**config.mk**
```make
export PLATFORM = sky130hd
export DESIGN_NAME = stepper_phase_sequencer
export DESIGN_NICKNAME = d
export VERILOG_FILES = /design/src/rtl/sps_pkg.sv /design/src/rtl/sps_cfg.sv /design/src/rtl/sps_core.sv /design/src/rtl/sps_out.sv /design/src/rtl/stepper_phase_sequencer.sv
export VERILOG_INCLUDE_DIRS = /design/src /design/src/rtl
export SDC_FILE = /design/constraint.sdc
export NUM_CORES = 1
export LEC_CHECK = 0
export ABC_AREA = 1
export BUFFER_PORTS_ARGS = -buffer_cell sky130_fd_sc_hd__buf_4
export CORE_MARGIN = 4
export CORE_UTILIZATION = 50
export CTS_CLUSTER_SIZE = 14
export DETAILED_ROUTE_END_ITERATION = 16
export PLACE_DENSITY = 0.72
export SLEW_MARGIN = 20
export SYNTH_ARGS = -nofsm -noshare
export SYNTH_HDL_FRONTEND = slang
export SYNTH_HIERARCHICAL = 1
export SYNTH_SLANG_ARGS = --single-unit
```
**constraint.sdc**
```tcl
create_clock -name clk -period 8 [get_ports clk]
set_input_delay 1.2 -clock clk [delete_from_list [all_inputs] [get_ports clk]]
set_output_delay 1.2 -clock clk [all_outputs]
set_load 0.05 [all_outputs]
```
**src/rtl/stepper_phase_sequencer_defines.svh**
```systemverilog
// Assertion macros shared by the stepper phase sequencer RTL.
// No dependencies; included by the modules that carry assertions.
`ifndef STEPPER_PHASE_SEQUENCER_DEFINES_SVH
`define STEPPER_PHASE_SEQUENCER_DEFINES_SVH

`ifndef SYNTHESIS

// Check a property on every clock edge outside reset.
`define SPS_ASSERT(name, clock, resetn, prop, msg) \
    name: assert property (@(posedge clock) disable iff (!resetn) (prop)) else $error(msg);

// Check a property on every clock edge, reset included.
`define SPS_ASSERT_ALWAYS(name, clock, prop, msg) \
    name: assert property (@(posedge clock) (prop)) else $error(msg);

`else

`define SPS_ASSERT(name, clock, resetn, prop, msg)
`define SPS_ASSERT_ALWAYS(name, clock, prop, msg)

`endif

`endif

```
**src/rtl/sps_pkg.sv**
```systemverilog
// Package for the stepper phase sequencer: request and mode codes, result type,
// coil tables and the fractional period table. No dependencies.
`timescale 1ns / 1ps

package sps_pkg;

    typedef enum logic [1:0] {
        REQ_TICK = 2'd0,
        REQ_MODE = 2'd1,
        REQ_DIR  = 2'd2,
        REQ_KEY  = 2'd3
    } req_t;

    typedef enum logic [1:0] {
        MODE_WAVE = 2'd0,
        MODE_TWO  = 2'd1,
        MODE_HALF = 2'd2
    } mode_t;

    localparam logic [0:0] CFG_BASE_PERIOD = 1'b0;
    localparam logic [0:0] CFG_LOCKOUT     = 1'b1;

    localparam int unsigned STEP_BASE_RESET = 1000;
    localparam logic [5:0]  LOCKOUT_RESET   = 6'd51;
    localparam logic [3:0]  LEVEL_FULL      = 4'd10;
    localparam logic [7:0]  KEY_ZERO        = 8'h30;
    localparam logic [7:0]  KEY_NINE        = 8'h39;

    localparam logic [3:0] WAVE_TAB [4] = '{4'h1, 4'h2, 4'h4, 4'h8};
    localparam logic [3:0] TWO_TAB  [4] = '{4'h3, 4'h6, 4'hC, 4'h9};
    localparam logic [3:0] HALF_TAB [8] = '{4'h1, 4'h3, 4'h2, 4'h6,
                                            4'h4, 4'hC, 4'h8, 4'h9};

    typedef struct packed {
        logic [3:0] coils;
        logic       stepped;
        mode_t      drive_mode;
        logic       clockwise;
        logic       mode_locked;
        logic       dir_locked;
        logic [3:0] power_level;
    } result_t;

    function automatic logic [3:0] coil_pattern(mode_t mode, logic [2:0] idx);
        logic [3:0] pat;
        case (mode)
            MODE_WAVE: pat = WAVE_TAB[idx[1:0]];
            MODE_TWO:  pat = TWO_TAB[idx[1:0]];
            default:   pat = HALF_TAB[idx];
        endcase
        return pat;
    endfunction

    // floor(rem * level / 10) for rem 0..9, level 0..10; nibble n holds level n
    function automatic logic [3:0] frac_tenths(logic [3:0] rem, logic [3:0] level);
        logic [63:0] row;
        case (rem)
            4'd1:    row = 64'h0000_0100_0000_0000;
            4'd2:    row = 64'h0000_0211_1110_0000;
            4'd3:    row = 64'h0000_0322_2111_0000;
            4'd4:    row = 64'h0000_0433_2221_1000;
            4'd5:    row = 64'h0000_0544_3322_1100;
            4'd6:    row = 64'h0000_0654_4332_1100;
            4'd7:    row = 64'h0000_0765_4432_2100;
            4'd8:    row = 64'h0000_0876_5443_2100;
            4'd9:    row = 64'h0000_0987_6543_2100;
            default: row = 64'h0;
        endcase
        return row[{level, 2'b00} +: 4];
    endfunction

endpackage

```
**src/rtl/sps_cfg.sv**
```systemverilog
// Configuration registers and step period for the stepper phase sequencer.
// Splits the base period into tenths at write time. Depends on sps_pkg.
`timescale 1ns / 1ps

module sps_cfg
    import sps_pkg::*;
#(
    parameter int PERIOD_BITS = 16
)
(
    input  logic                   clk,
    input  logic                   rst_n,
    input  logic                   cfg_we,
    input  logic [0:0]             cfg_index,
    input  logic [15:0]            cfg_wdata,
    input  logic [3:0]             level,
    output logic [PERIOD_BITS-1:0] period,
    output logic [5:0]             lockout_steps
);

    localparam int QW      = PERIOD_BITS - 3;
    localparam int SHIFT   = PERIOD_BITS + 4;
    localparam int MAGIC_W = PERIOD_BITS + 1;
    localparam int PW      = PERIOD_BITS + MAGIC_W;
    localparam logic [MAGIC_W-1:0] MAGIC =
        MAGIC_W'(((64'd1 << SHIFT) + 64'd9) / 64'd10);
    localparam int unsigned RST_BASE = STEP_BASE_RESET % (1 << PERIOD_BITS);
    localparam logic [QW-1:0] RST_Q = QW'(RST_BASE / 10);
    localparam logic [3:0]    RST_R = 4'(RST_BASE % 10);

    logic [QW-1:0]            quot_reg;
    logic [3:0]               rem_reg;
    logic [5:0]               lockout_reg;
    logic [PERIOD_BITS+15:0]  wdata_ext;
    logic [PERIOD_BITS-1:0]   base;
    logic [PW-1:0]            prod;
    logic [QW-1:0]            quot_next;
    logic [PERIOD_BITS-1:0]   quot_x10;
    logic [PERIOD_BITS-1:0]   rem_wide;
    logic [QW+3:0]            quot_mul;
    logic [PERIOD_BITS-1:0]   period_sum;

    assign wdata_ext = {{PERIOD_BITS{1'b0}}, cfg_wdata};
    assign base      = wdata_ext[PERIOD_BITS-1:0];
    assign prod      = PW'(base) * PW'(MAGIC);
    assign quot_next = prod[PW-1:SHIFT];
    assign quot_x10  = {quot_next, 3'b000} + {2'b00, quot_next, 1'b0};
    assign rem_wide  = base - quot_x10;

    always_ff @(posedge clk or negedge rst_n)
    begin
        if (!rst_n)
        begin
            quot_reg    <= RST_Q;
            rem_reg     <= RST_R;
            lockout_reg <= LOCKOUT_RESET;
        end
        else if (cfg_we)
        begin
            case (cfg_index)
                CFG_BASE_PERIOD:
                begin
                    quot_reg <= quot_next;
                    rem_reg  <= rem_wide[3:0];
                end
                CFG_LOCKOUT: lockout_reg <= cfg_wdata[5:0];
                default: ;
            endcase
        end
    end

    assign quot_mul   = {4'b0000, quot_reg} * {{QW{1'b0}}, level};
    assign period_sum = quot_mul[PERIOD_BITS-1:0]
                      + PERIOD_BITS'(frac_tenths(rem_reg, level));

    always_comb
    begin
        period = period_sum;
        if (period_sum == '0)
        begin
            period = PERIOD_BITS'(1);
        end
    end

    assign lockout_steps = lockout_reg;

endmodule

```
**src/rtl/sps_core.sv**
```systemverilog
// Input register and sequencer state for the stepper phase sequencer.
// Depends on sps_pkg and the assertion macros header.
`timescale 1ns / 1ps
`include "stepper_phase_sequencer_defines.svh"

module sps_core
    import sps_pkg::*;
#(
    parameter int PERIOD_BITS = 16
)
(
    input  logic                   clk,
    input  logic                   rst_n,
    input  logic                   s_tvalid,
    output logic                   s_tready,
    input  logic [7:0]             s_tdata,
    input  logic [1:0]             s_tuser,
    input  logic                   out_free,
    input  logic [PERIOD_BITS-1:0] period,
    input  logic [5:0]             lockout_steps,
    output logic [3:0]             level,
    output logic                   res_load,
    output result_t                res
);

    logic                   in_valid_reg;
    req_t                   in_req_reg;
    logic [7:0]             in_key_reg;

    logic [2:0]             phase_reg, phase_next;
    mode_t                  mode_reg, mode_next;
    logic                   dir_reg, dir_next;
    logic [5:0]             lock_cnt_reg, lock_cnt_next;
    logic                   mode_lock_reg, mode_lock_next;
    logic                   dir_lock_reg, dir_lock_next;
    logic [PERIOD_BITS-1:0] tick_reg, tick_next;
    logic [3:0]             level_reg, level_next;
    logic [3:0]             coils_reg, coils_next;

    logic                   advance;
    logic                   stepped;
    logic                   half;
    logic [2:0]             last_idx;
    logic [2:0]             step_idx;
    logic [PERIOD_BITS:0]   tick_inc;

    assign advance  = in_valid_reg && out_free;
    assign s_tready = !in_valid_reg || out_free;

    always_ff @(posedge clk or negedge rst_n)
    begin
        if (!rst_n)
        begin
            in_valid_reg <= 1'b0;
        end
        else if (s_tready)
        begin
            in_valid_reg <= s_tvalid;
        end
    end

    always_ff @(posedge clk)
    begin
        if (s_tvalid && s_tready)
        begin
            in_req_reg <= req_t'(s_tuser);
            in_key_reg <= s_tdata;
        end
    end

    assign half     = (mode_reg != MODE_WAVE) && (mode_reg != MODE_TWO);
    assign last_idx = half ? 3'd7 : 3'd3;
    assign tick_inc = {1'b0, tick_reg} + {{PERIOD_BITS{1'b0}}, 1'b1};

    always_comb
    begin
        if (dir_reg)
        begin
            step_idx = (phase_reg >= last_idx) ? 3'd0 : phase_reg + 3'd1;
        end
        else
        begin
            step_idx = (phase_reg == 3'd0 || phase_reg > last_idx) ? last_idx
                                                                  : phase_reg - 3'd1;
        end
    end

    always_comb
    begin
        phase_next     = phase_reg;
        mode_next      = mode_reg;
        dir_next       = dir_reg;
        lock_cnt_next  = lock_cnt_reg;
        mode_lock_next = mode_lock_reg;
        dir_lock_next  = dir_lock_reg;
        tick_next      = tick_reg;
        level_next     = level_reg;
        coils_next     = coils_reg;
        stepped        = 1'b0;
        case (in_req_reg)
            REQ_TICK:
            begin
                if (level_reg == 4'd0)
                begin
                    tick_next = '0;
                end
                else if (tick_inc >= {1'b0, period})
                begin
                    tick_next  = '0;
                    stepped    = 1'b1;
                    phase_next = step_idx;
                    coils_next = coil_pattern(mode_reg, step_idx);
                    if (lock_cnt_reg != 6'd0)
                    begin
                        lock_cnt_next = lock_cnt_reg - 6'd1;
                    end
                    else
                    begin
                        mode_lock_next = 1'b0;
                        dir_lock_next  = 1'b0;
                    end
                end
                else
                begin
                    tick_next = tick_inc[PERIOD_BITS-1:0];
                end
            end
            REQ_MODE:
            begin
                if (!mode_lock_reg)
                begin
                    mode_lock_next = 1'b1;
                    lock_cnt_next  = lockout_steps;
                    case (mode_reg)
                        MODE_WAVE: mode_next = MODE_TWO;
                        MODE_TWO:  mode_next = MODE_HALF;
                        default:   mode_next = MODE_WAVE;
                    endcase
                end
            end
            REQ_DIR:
            begin
                if (!dir_lock_reg)
                begin
                    dir_lock_next = 1'b1;
                    lock_cnt_next = lockout_steps;
                    dir_next      = !dir_reg;
                end
            end
            default:
            begin
                if (in_key_reg >= KEY_ZERO && in_key_reg <= KEY_NINE)
                begin
                    level_next = in_key_reg[3:0];
                end
                else
                begin
                    level_next = LEVEL_FULL;
                end
            end
        endcase
    end

    always_ff @(posedge clk or negedge rst_n)
    begin
        if (!rst_n)
        begin
            phase_reg     <= 3'd0;
            mode_reg      <= MODE_WAVE;
            dir_reg       <= 1'b1;
            lock_cnt_reg  <= 6'd0;
            mode_lock_reg <= 1'b0;
            dir_lock_reg  <= 1'b0;
            tick_reg      <= '0;
            level_reg     <= LEVEL_FULL;
            coils_reg     <= 4'd0;
        end
        else if (advance)
        begin
            phase_reg     <= phase_next;
            mode_reg      <= mode_next;
            dir_reg       <= dir_next;
            lock_cnt_reg  <= lock_cnt_next;
            mode_lock_reg <= mode_lock_next;
            dir_lock_reg  <= dir_lock_next;
            tick_reg      <= tick_next;
            level_reg     <= level_next;
            coils_reg     <= coils_next;
        end
    end

    assign level    = level_reg;
    assign res_load = advance;

    always_comb
    begin
        res.coils       = coils_next;
        res.stepped     = stepped;
        res.drive_mode  = mode_next;
        res.clockwise   = dir_next;
        res.mode_locked = mode_lock_next;
        res.dir_locked  = dir_lock_next;
        res.power_level = level_next;
    end

    `SPS_ASSERT(a_cnt_needs_lock, clk, rst_n, (lock_cnt_reg != 6'd0) |-> (mode_lock_reg || dir_lock_reg), "lockout count pending with no lock set")
    `SPS_ASSERT(a_mode_lock_loads, clk, rst_n, $rose(mode_lock_reg) |-> (lock_cnt_reg == $past(lockout_steps)), "mode lock set without loading lockout count")
    `SPS_ASSERT(a_step_drives, clk, rst_n, (advance && stepped) |-> (coils_next != 4'd0), "step produced an empty coil pattern")

endmodule

```
**src/rtl/sps_out.sv**
```systemverilog
// Result register for the stepper phase sequencer: holds one item until taken
// and packs it onto the master stream. Depends on sps_pkg.
`timescale 1ns / 1ps

module sps_out
    import sps_pkg::*;
(
    input  logic        clk,
    input  logic        rst_n,
    input  logic        load,
    input  result_t     res,
    output logic        free,
    output logic        m_tvalid,
    input  logic        m_tready,
    output logic [15:0] m_tdata
);

    logic    valid_reg;
    result_t res_reg;

    assign free = !valid_reg || m_tready;

    always_ff @(posedge clk or negedge rst_n)
    begin
        if (!rst_n)
        begin
            valid_reg <= 1'b0;
        end
        else if (free)
        begin
            valid_reg <= load;
        end
    end

    always_ff @(posedge clk)
    begin
        if (load)
        begin
            res_reg <= res;
        end
    end

    assign m_tvalid = valid_reg;
    assign m_tdata  = {2'b00, res_reg.power_level, res_reg.dir_locked,
                       res_reg.mode_locked, res_reg.clockwise, res_reg.drive_mode,
                       res_reg.stepped, res_reg.coils};

endmodule

```
**src/rtl/stepper_phase_sequencer.sv**
```systemverilog
// Stepper phase sequencer top level: four-coil wave, two-phase and half-step
// drive. Depends on sps_pkg, sps_cfg, sps_core and sps_out.
`timescale 1ns / 1ps

// Takes one item per clock while the output side is ready (tick, mode button,
// direction button or key press) and returns exactly one result item per
// input, in order. An item is held in the input register, where the sequencer
// state updates in a single pass, and the result is then held in the output
// register until the output side takes it; an item waits in the input register
// while the output register is full and not being taken.
// Throughput is one item per cycle while the output side is ready.
// The step period is base * level / 10 ticks (minimum one); the base period
// register is split into tenths as it is written, so a write takes effect on
// the very next item. Write configuration only while no item is in flight.

module stepper_phase_sequencer
    import sps_pkg::*;
#(
    parameter int PERIOD_BITS = 16
)
(
    input  logic        clk,
    input  logic        rst_n,
    input  logic        cfg_we,
    input  logic [0:0]  cfg_index,
    input  logic [15:0] cfg_wdata,
    input  logic        s_tvalid,
    output logic        s_tready,
    input  logic [7:0]  s_tdata,   // [7:0] key_code
    input  logic [1:0]  s_tuser,   // [1:0] req_type
    output logic        m_tvalid,
    input  logic        m_tready,
    output logic [15:0] m_tdata    // [3:0] coils, [4] stepped, [6:5] drive_mode,
                                   // [7] clockwise, [8] mode_locked,
                                   // [9] dir_locked, [13:10] power_level, [15:14] 0
);

    logic [PERIOD_BITS-1:0] period;
    logic [5:0]             lockout_steps;
    logic [3:0]             level;
    logic                   out_free;
    logic                   res_load;
    result_t                res;

    sps_cfg #(
        .PERIOD_BITS (PERIOD_BITS)
    ) u_cfg (
        .clk           (clk),
        .rst_n         (rst_n),
        .cfg_we        (cfg_we),
        .cfg_index     (cfg_index),
        .cfg_wdata     (cfg_wdata),
        .level         (level),
        .period        (period),
        .lockout_steps (lockout_steps)
    );

    sps_core #(
        .PERIOD_BITS (PERIOD_BITS)
    ) u_core (
        .clk           (clk),
        .rst_n         (rst_n),
        .s_tvalid      (s_tvalid),
        .s_tready      (s_tready),
        .s_tdata       (s_tdata),
        .s_tuser       (s_tuser),
        .out_free      (out_free),
        .period        (period),
        .lockout_steps (lockout_steps),
        .level         (level),
        .res_load      (res_load),
        .res           (res)
    );

    sps_out u_out (
        .clk      (clk),
        .rst_n    (rst_n),
        .load     (res_load),
        .res      (res),
        .free     (out_free),
        .m_tvalid (m_tvalid),
        .m_tready (m_tready),
        .m_tdata  (m_tdata)
    );

endmodule
```
==> reports/results.tsv, run 1 <==
metric	value	unit
Area growth, synth to finish	7.35	%
critical path fanouts, max	7	
RSZ-0062 raised after global routing	false	
vias in the first global route	9918	
largest net degree at the start of global routing	64	
Hold-fix buffers, CTS	0	
syn_area_per_cell	7.81	um2
clock sinks	87	
Required @ worst endpoint	8280	ps
Synth Cell Area	0.0125	mm2
IO Count	50	
CP max stage cell	fa_1	
drt drc	0	
core region area	0.0245	mm2
Post-CTS Resized	0	
Seq cells post-synth	87	
clk slew on worst S/H paths	70	ps
final WL	27500	um
initial antenna violation count	0	
DR pass1 iterations	5	
Worst Tran Pin Value	1020	ps
Clock Tree Root	clkbuf_16	
Tcrit/Tclk final	78.1	%
CTS Buf Count	9	
FFs w/ async S/R, synth	72.4	%
Post-synth EDFFs	24	
ratio of cells with drive above 1 in the final layout	7.77	%
GRT Resource Usage Total	20.1	%
DR vias	9965	
Post-CTS Setup Inserts	0	
ys flop type	dfrtp_1	
YS warnings	6	
Initial Utilization	51.0	%
commonest non-fill, non-tap cell in the layout	inv_1	
CTS tree	done	
Layout Nets	1970	
most frequent cells in the layout	inv_1 (378), nand2_1 (336), ha_1 (204), fa_1 (104), nor2_1 (84)	
Critical Path Sink Type	flip-flop	
number of flip-flops in the largest register	16	
Netlist cell types	60	
HPWL after detailed placement	23400	um
Max Clk Rate	0.160	GHz
Clock Path Buffers	2	
Final Max Slew Viols	0	
clock period minus worst slack	6250	ps
Final GP Congestion	0.945	
# setup viols final	0	
Die ar.	0.0275	mm2
clock insertion delay at the later pin of the skew report	340	ps
setup TNS	0	ps
outcome	completed	
synthesized instance count	1597	
wire per inst	14.0	um
number of DRC markers in iteration 0	516	
I/O Buffers	47	
Vias/cell	5.09	
Antenna Nets Post-Route	0	
post-synthesis sequential area ratio	18.5	%
first-pass GRT wire length	46800	um
most used cell, CP	inv_1	
Hold/Removal Path Class	reg -> reg	
global route overflow	0	
worst path arrival time	6530	ps
Max Cap Violations	0	
Die Y	166	um
Layout Skew	11.2	ps
Placement Rows	57	
n_diodes	0	
critical path type	in -> reg	
H-tree Lvls	3	
Critical Path Max Stage Delay	540	ps
FILL cells	2304	
critical path startpoint category	input pin	
Slew HR	32.2	%
Die Wd	166	um
Final Hold Viols	0	
[final timing paths]
check | from | end | slack (ps) | cells after the start
worst max-delay path | cfg_wdata[4] | u_cfg/rem_reg[3] | 1750 | 26
worst min-delay path | u_core/lock_cnt_reg[5] | u_core/lock_cnt_reg[5] | 490 | 2
worst max register to register | u_core/level[2] | u_out/m_tdata[3] | 2510 | 31
worst min register to register | u_core/lock_cnt_reg[5] | u_core/lock_cnt_reg[5] | 490 | 2
max in group asynchronous | rst_n | u_cfg/quot_reg[9] | 6500 | 1
min in group asynchronous | rst_n | u_core/tick_reg[13] | 930 | 1
[final cells by class]
cell class                      instances  area (um2)  area share [%]
Tap cell                              324         405            3.03
Sequential cell                        87        2310            17.2
Timing Repair Buffer                   47         353            2.63
Multi-Input combinational cell       1103        8600            64.3
Inverter                              382        1440            10.7
Clock buffer                           10         229            1.71
Clock inverter                          6        53.8           0.402
[worst max-delay path: cells and delay by family]
family          cells  cell delay (ps)
fa+ha+maj           8             3530
buf+inv             7              510
xor+xnor            1              230
simple gates        8              670
compound gates      2              380
[cells in the mapped netlist, drive strengths merged (14+ instances only)]
| cell type | count | area share (%) |
|---|---|---|
| a21oi | 64 | 2.7 |
| clkbuf | 16 | 0.49 |
| dfrtp | 53 | 11 |
| edfxtp | 24 | 5.8 |
| fa | 104 | 17 |
| ha | 204 | 20 |
| inv | 382 | 12 |
| nand2 | 351 | 11 |
| nand3 | 78 | 3.5 |
| nor2 | 95 | 3.2 |
| nor3 | 14 | 0.73 |
| o21ai | 72 | 2.9 |
| xor2 | 30 | 2.1 |
[stage by stage]
step           utilization (%)  hold WS [ps]  worst slack (ps)  instance area [um2]  cells
5_1_grt                   54.7           514              1390                13400   1959
3_3_place_gp              53.6           466              1430                13100   1943
3_5_place_dp              53.6           466              1400                13100   1943
2_1_floorplan                -           449              1800                12500   1598
4_1_cts                   54.7           488              1750                13400   1959
6_report                  54.7           490              1750                13400   1959
[logic make-up (layout without fill, tap and decap cells)]
family | Yosys count | after routing | synth area share [%]
AO/OA/AOI/OAI | 180 | 180 | 8.23
XOR/XNOR | 40 | 40 | 2.81
adder cells (fa/ha/maj) | 308 | 308 | 37.2
buffers and inverters | 408 | 445 | 12.6
flip-flops | 87 | 87 | 18.5
multiplexers | 5 | 5 | 0.441
other | 1 | 2 | 0.0301
AND/OR/NAND/NOR | 568 | 568 | 20.3
[layer usage]
metal / routed length (um) / GRT usage, % / vias up
met4: 1080 / 8.03 / 0
met5: 0 / 0 / -
met1: 12200 / 26.0 / 4665
li1: - / - / 5060
met2: 13400 / 34.9 / 182
met3: 802 / 1.90 / 58
Power of run 1 is left out: the tool's default activity adds up to more than one toggle a clock period on the data nets, which glitch-free logic cannot reach.
==> run 2, diff against run 1 <==
ABC_AREA = 0   (was 1)
clock period = 6.5 ns   (was 8 ns; I/O delays follow)
==> run 2 against run 1 <==
  * Routed wire length is 12% lower
  * Synthesized area is 7.1% lower
  * Utilization is 1.1 points higher
  * Flip-flop and latch count stayed put
  * Critical path type unchanged
  * Largest cell class unchanged
==> reports/results.tsv, run 2 <==
metric	value	unit	change
critical path startpoint category	input pin		unchanged
VDD IR max	300	uV	
P_leak	6.65	nW	
placed cells	1565		was 1943
most common cell in the netlist	inv_1		unchanged
Final Hold Viols	0		unchanged
YS warnings	6		unchanged
largest net degree at the start of global routing	64		unchanged
Clock Path Buffers	2		unchanged
Min Hold Slack	489	ps	was 490 ps
core region area	0.0227	mm2	was 0.0245 mm2
Die ar.	0.0257	mm2	was 0.0275 mm2
Clock Tree Root	clkbuf_16		unchanged
Die Y	160	um	was 166 um
Layout Skew	7.61	ps	was 11.2 ps
Seq cells post-synth	87		unchanged
HPWL after detailed placement	20300	um	was 23400 um
first-pass GRT wire length	41500	um	was 46800 um
post-synthesis sequential area ratio	19.9	%	was 18.5%
RSZ-0062 raised after global routing	false		unchanged
Placement Rows	55		was 57
synthesized instance count	1244		was 1597
ratio of cells with drive above 1 in the final layout	10.5	%	was 7.77%
r2r setup slk	510	ps	was 2510 ps
worst path arrival time	6430	ps	was 6530 ps
clock insertion delay at the later pin of the skew report	350	ps	was 340 ps
drt drc	0		unchanged
initial antenna violation count	0		unchanged
number of flip-flops in the largest register	16		unchanged
Tot Pwr	0.00560	W	
wire per inst	15.3	um	was 14.0 um
Hold/Removal Path Class	reg -> reg		unchanged
syn_area_per_cell	9.32	um2	was 7.81 um2
critical path fanouts, max	5		was 7
setup TNS	0	ps	unchanged
Initial Utilization	51.1	%	was 51.0%
Max Cap Violations	0		unchanged
pwr/cell area	441	mW/mm2	
Antenna Nets Post-Route	0		unchanged
final non-filler cell total	1581		was 1959
I/O Buffers	47		unchanged
most frequent cells in the layout	inv_1 (261), ha_1 (204), nand2_1 (108), fa_1 (104), buf_4 (69)		was inv_1 (378), nand2_1 (336), ha_1 (204), fa_1 (104), nor2_1 (84)
Layout Nets	1631		was 1970
Max Clk Rate	0.162	GHz	
Final Max Slew Viols	0		unchanged
IO Count	50		unchanged
clk slew on worst S/H paths	70	ps	about the same
Hold Path Stages	2		unchanged
Synth Cell Area	0.0116	mm2	was 0.0125 mm2
synth top area cells	ha_1 (22%), fa_1 (18%), dfrtp_1 (11%)		was ha_1 (20%), fa_1 (17%), inv_1 (11%)
ys flop type	dfrtp_1		unchanged
n_diodes	0		unchanged
Required @ worst endpoint	6770	ps	was 8280 ps
commonest cells in the synthesized netlist	inv_1 (261), ha_1 (204), nand2_1 (108), fa_1 (104), dfrtp_1 (53)		was inv_1 (378), nand2_1 (336), ha_1 (204), fa_1 (104), nor2_1 (85)
FFs w/ async S/R, synth	72.4	%	unchanged
Die Wd	160	um	was 166 um
Synth top area share	22.0	%	was 20.5%
Netlist cell types	86		was 60
clock period minus worst slack	6160	ps	
outcome	completed		unchanged
commonest non-fill, non-tap cell in the layout	inv_1		unchanged
CTS Buf Count	9		unchanged
Slew HR	37.5	%	was 32.2%
GRT Resource Usage Total	19.4	%	was 20.1%
number of DRC markers in iteration 0	342		was 516
Critical Path Sink Type	flip-flop		unchanged
Area growth, synth to finish	9.43	%	was 7.35%
area leader, netlist	ha_1		unchanged
Tcrit/Tclk final	94.8	%	
final WL	24100	um	was 27500 um
FILL cells	2004		was 2304
global route overflow	0		unchanged
Worst Tran Pin Value	925	ps	was 1020 ps
Vias/cell	5.39		was 5.09
CTS tree	done		unchanged
H-tree Lvls	3		unchanged
Reg2Reg Depth	23		was 31
Post-synth EDFFs	24		unchanged
DR vias	8527		was 9965
clock sinks	87		unchanged
DR pass1 iterations	5		unchanged
critical path type	in -> reg		unchanged
Final GP Congestion	0.983		was 0.945
# setup viols final	0		unchanged
vias in the first global route	8694		was 9918
Hold-fix buffers, CTS	0		unchanged
run 2: per-layer routing:
| layer | share of wire [%] | GRT usage [%] | vias to the layer above | wire (um) |
|---|---|---|---|---|
| li1 | - | - | 4204 | - |
| met3 | 2.9 | 1.94 | 41 | 701 |
| met1 | 45 | 25.8 | 4114 | 10800 |
| met5 | 0 | 0 | - | 0 |
| met4 | 2.8 | 6.65 | 0 | 669 |
| met2 | 49 | 33.2 | 168 | 11900 |
run 2: what timing repair did:
| item | 4_1_cts | 5_1_grt |
|---|---|---|
| endpoints found under the setup margin | 0 | 31 |
| gates resized for setup | 0 | 4 |
| setup buffers | 0 | 0 |
| endpoints found under the hold margin | 0 | 0 |
run 2: through the flow:
step | util (%) | worst slack (ps) | cell area (um2)
CTS | 55.8 | 336 | 12700
floorplan | - | 165 | 11600
finish | 55.9 | 339 | 12700
global route | 55.9 | 47.2 | 12700
global placement | 54.2 | 82.6 | 12300
detailed placement | 54.2 | -23.8 | 12300
run 2: cells by family (layout without fill, tap and decap cells):
family | after synthesis | count (layout) | synth area share [%]
compound gates | 193 | 193 | 11.2
buf+inv | 297 | 348 | 10.0
fa+ha+maj | 308 | 308 | 40.0
simple gates | 276 | 276 | 11.9
xor+xnor | 53 | 53 | 4.12
other cells | 1 | 2 | 0.0323
flops | 87 | 87 | 19.9
mux | 29 | 29 | 2.85
run 2: where the power goes:
| part | switching, W | total, W | internal [W] | leakage [nW] |
|---|---|---|---|---|
| clock | 0.000232 | 0.000653 | 0.000421 | 0.184 |
| combinational | 0.00226 | 0.00408 | 0.00182 | 5.47 |
| sequential | 0.000155 | 0.000865 | 0.000710 | 1.00 |
run 2: worst paths after layout:
check                                        from                      to
min                        u_cfg/lockout_steps[2]  u_cfg/lockout_steps[2]
min in group asynchronous                   rst_n     u_core/tick_reg[14]
max reg2reg                       u_core/level[3]      u_core/tick_reg[5]
max                                  cfg_wdata[7]        u_cfg/rem_reg[3]
max in group asynchronous                   rst_n        u_cfg/rem_reg[3]
min reg2reg                u_cfg/lockout_steps[2]  u_cfg/lockout_steps[2]
run 2: worst max-delay path: stages:
cell,delay [ps]
buf_4,130
ha_1,300
inv_1,80
fa_1,530
inv_1,60
fa_1,510
fa_1,520
fa_1,540
inv_1,50
fa_1,520
inv_1,40
ha_1,320
a21oi_1,120
a21boi_0,140
o311a_1,330
a221o_1,300
a21oi_1,180
ha_1,280
a21oi_1,150
xnor3_1,220
o21ai_1,120
run 2: final cells by class:
cell class,instances,area (um2),share of cell area (%)
inverters,263,987,7.78
clock buffers,9,225,1.77
clock inverters,7,151,1.19
well taps,285,357,2.81
repair buffers,69,518,4.08
multi-input cells,861,8140,64.1
flip-flops and latches,87,2310,18.2
No activity file was read; power rests on OpenSTA's default activity.
==> run 3, diff against run 2 <==
CORE_MARGIN = 2   (was 4)
==> run 3 against run 2 <==
  * First-iteration DRC count grew 24%
  * Register-to-register slack got worse by 30 ps
  * Critical path depth did not move
  * Global-route usage up 0.77 points
  * Hold slack worse by 1.8 ps
  * Via count is 1.4% lower
  * Clock power decreased by 23%
  * Critical path type unchanged
  * Critical endpoint unchanged
  * Largest cell class unchanged
==> reports/results.tsv, run 3 (same netlist as run 2, synthesis figures left out) <==
metric	value	unit	change
RR Endpoint	u_out/m_tdata[3]		was u_core/tick_reg[5]
Clock power frac	9.3	%	was 11.7%
fin util	55.5	%	was 55.9%
Buf/Inv on CP	5		unchanged
clock period minus worst slack	6140	ps	was 6160 ps
drt drc	0		unchanged
vias in the first global route	8389		was 8694
Final Max Slew Viols	0		unchanged
Antenna Nets Post-Route	0		unchanged
final non-filler cell total	1579		was 1581
critical path type	in -> reg		unchanged
Critical Path Max Stage Delay	540	ps	about the same
critical path startpoint category	input pin		unchanged
Layout Nets	1629		was 1631
CP startpoint	cfg_wdata[7]		unchanged
Final Hold Viols	0		unchanged
r2r setup slk	480	ps	was 510 ps
Die Wd	156	um	was 160 um
Layout Skew	8.87	ps	was 7.61 ps
Vias/cell	5.33		was 5.39
most frequent cells in the layout	inv_1 (261), ha_1 (204), nand2_1 (108), fa_1 (104), buf_4 (66)		was inv_1 (261), ha_1 (204), nand2_1 (108), fa_1 (104), buf_4 (69)
Sw Pwr	0.00263	W	was 0.00265 W
clock sinks	87		unchanged
setup TNS	0	ps	unchanged
pwr/cell area	429	mW/mm2	was 441 mW/mm2
worst path arrival time	6420	ps	was 6430 ps
placed cells	1563		was 1565
crit path cell chain	buf_4, ha_1, inv_1, fa_1, inv_1, fa_1, fa_1, fa_1, inv_1, fa_1, inv_1, ha_1, a21oi_1, a21boi_0, o311a_1, a221o_1, a21oi_1, ha_1, xnor2_1, xnor3_1, o21ai_1		was buf_4, ha_1, inv_1, fa_1, inv_1, fa_1, fa_1, fa_1, inv_1, fa_1, inv_1, ha_1, a21oi_1, a21boi_0, o311a_1, a221o_1, a21oi_1, ha_1, a21oi_1, xnor3_1, o21ai_1
DR vias	8410		was 8527
Slew HR	32.9	%	was 37.5%
Clock Tree Root	clkbuf_16		unchanged
Max Clk Rate	0.163	GHz	was 0.162 GHz
Worst Tran Pin Value	993	ps	was 925 ps
H-tree Lvls	3		unchanged
I/O Buffers	47		unchanged
largest net degree at the start of global routing	64		unchanged
Hold/Removal Path Class	reg -> reg		unchanged
n_diodes	0		unchanged
worst r2r src	u_cfg/rem_reg[3]		was u_core/level[3]
# setup viols final	0		unchanged
ratio of cells with drive above 1 in the final layout	10.3	%	was 10.5%
first-pass GRT wire length	39800	um	was 41500 um
IO Count	50		unchanged
outcome	completed		unchanged
Reg2Reg Depth	23		unchanged
CTS Buf Count	9		unchanged
Required @ worst endpoint	6780	ps	was 6770 ps
Critical Path Sink Type	flip-flop		unchanged
Area growth, synth to finish	8.67	%	was 9.43%
final WL	23600	um	was 24100 um
Die ar.	0.0244	mm2	was 0.0257 mm2
DR pass1 iterations	5		unchanged
initial antenna violation count	0		unchanged
combinational cell fraction of total power	74.6	%	was 72.9%
P_leak	6.60	nW	was 6.65 nW
clk slew on worst S/H paths	70	ps	about the same
number of flip-flops in the largest register	16		unchanged
VDD IR max	277	uV	was 300 uV
Die Y	156	um	was 160 um
Clock Path Buffers	2		unchanged
CTS tree	done		unchanged
core region area	0.0227	mm2	unchanged
critical path fanouts, max	5		unchanged
Initial Utilization	51.1	%	unchanged
number of DRC markers in iteration 0	424		was 342
commonest non-fill, non-tap cell in the layout	inv_1		unchanged
Placement Rows	55		unchanged
CP max stage cell	fa_1		unchanged
GRT Resource Usage Total	20.2	%	was 19.4%
Max Cap Violations	0		unchanged
Pint	0.00277	W	was 0.00295 W
wire per inst	14.9	um	was 15.3 um
delay-heaviest family, CP	adder cells		unchanged
Sequential Power Share	16.0	%	was 15.4%
Final GP Congestion	0.905		was 0.983
most used cell, CP	fa_1		unchanged
HPWL after detailed placement	19800	um	was 20300 um
capture point of the critical path	u_cfg/rem_reg[3]		unchanged
clock insertion delay at the later pin of the skew report	360	ps	was 350 ps
Post-CTS Setup Inserts	0		unchanged
Critical Path Stages	21		unchanged
Tot Pwr	0.00540	W	was 0.00560 W
Tcrit/Tclk final	94.5	%	was 94.8%
Sw Share	48.7	%	was 47.3%
global route overflow	0		unchanged
RSZ-0062 raised after global routing	false		unchanged
[run 3: cell type report]
cell class                 instances  area [um2]
fill                            2027       10100
multi-input combinational        861        8140
sequential                        87        2310
inverter                         263         987
timing repair buffer              67         515
tap                              285         357
clock buffer                       9         225
clock inverter                     7        63.8
[run 3: how the worst min path moves through the flow]
stage	endpoint	slack, ps	startpoint	cells after the start
floorplan	u_cfg/lockout_steps[2]	450	u_cfg/lockout_steps[2]	2
global placement	u_core/coils_reg[1]	470	u_core/coils_reg[1]	1
detailed placement	u_cfg/lockout_steps[2]	470	u_cfg/lockout_steps[2]	2
CTS	u_cfg/lockout_steps[2]	490	u_cfg/lockout_steps[2]	2
global route	u_core/coils_reg[1]	510	u_core/coils_reg[1]	1
finish	u_cfg/lockout_steps[2]	490	u_cfg/lockout_steps[2]	2
[run 3: worst register-to-register path: cells and delay by family (launching register included)]
kind / cells / cell delay [ps]
xor+xnor: 1 / 190
simple gates: 7 / 1130
buf+inv: 3 / 320
mux: 1 / 370
flops: 1 / 550
fa+ha+maj: 3 / 1260
compound gates: 8 / 1950
[run 3: per-layer routing]
layer	GRT usage [%]	wire length (um)
met1	26.1	10800
met2	35.4	11600
met3	1.88	558
met4	7.03	598
met5	0	0
[run 3: stage by stage]
step	hold WS, ps	setup slack, ps	instance area [um2]
global placement	470	109	12300
global route	507	28.7	12600
detailed placement	474	-32.7	12300
finish	487	360	12600
floorplan	452	165	11600
CTS	490	307	12600
[run 3: power groups by stage]
stage	Clock [W]	Combinational (W)	Sequential, W
floorplan	0	0.00316	0.000850
global placement	0	0.00390	0.000868
detailed placement	0	0.00402	0.000872
CTS	0.000516	0.00406	0.000862
global route	0.000542	0.00466	0.000887
finish	0.000504	0.00403	0.000865
[run 3: repair_timing]
| action | 4_1_cts | 5_1_grt |
|---|---|---|
| resized for setup | 0 | 4 |
| endpoints found under the hold margin | 0 | 0 |
| hold buffers | 0 | 0 |
| endpoints found under the setup margin | 0 | 32 |
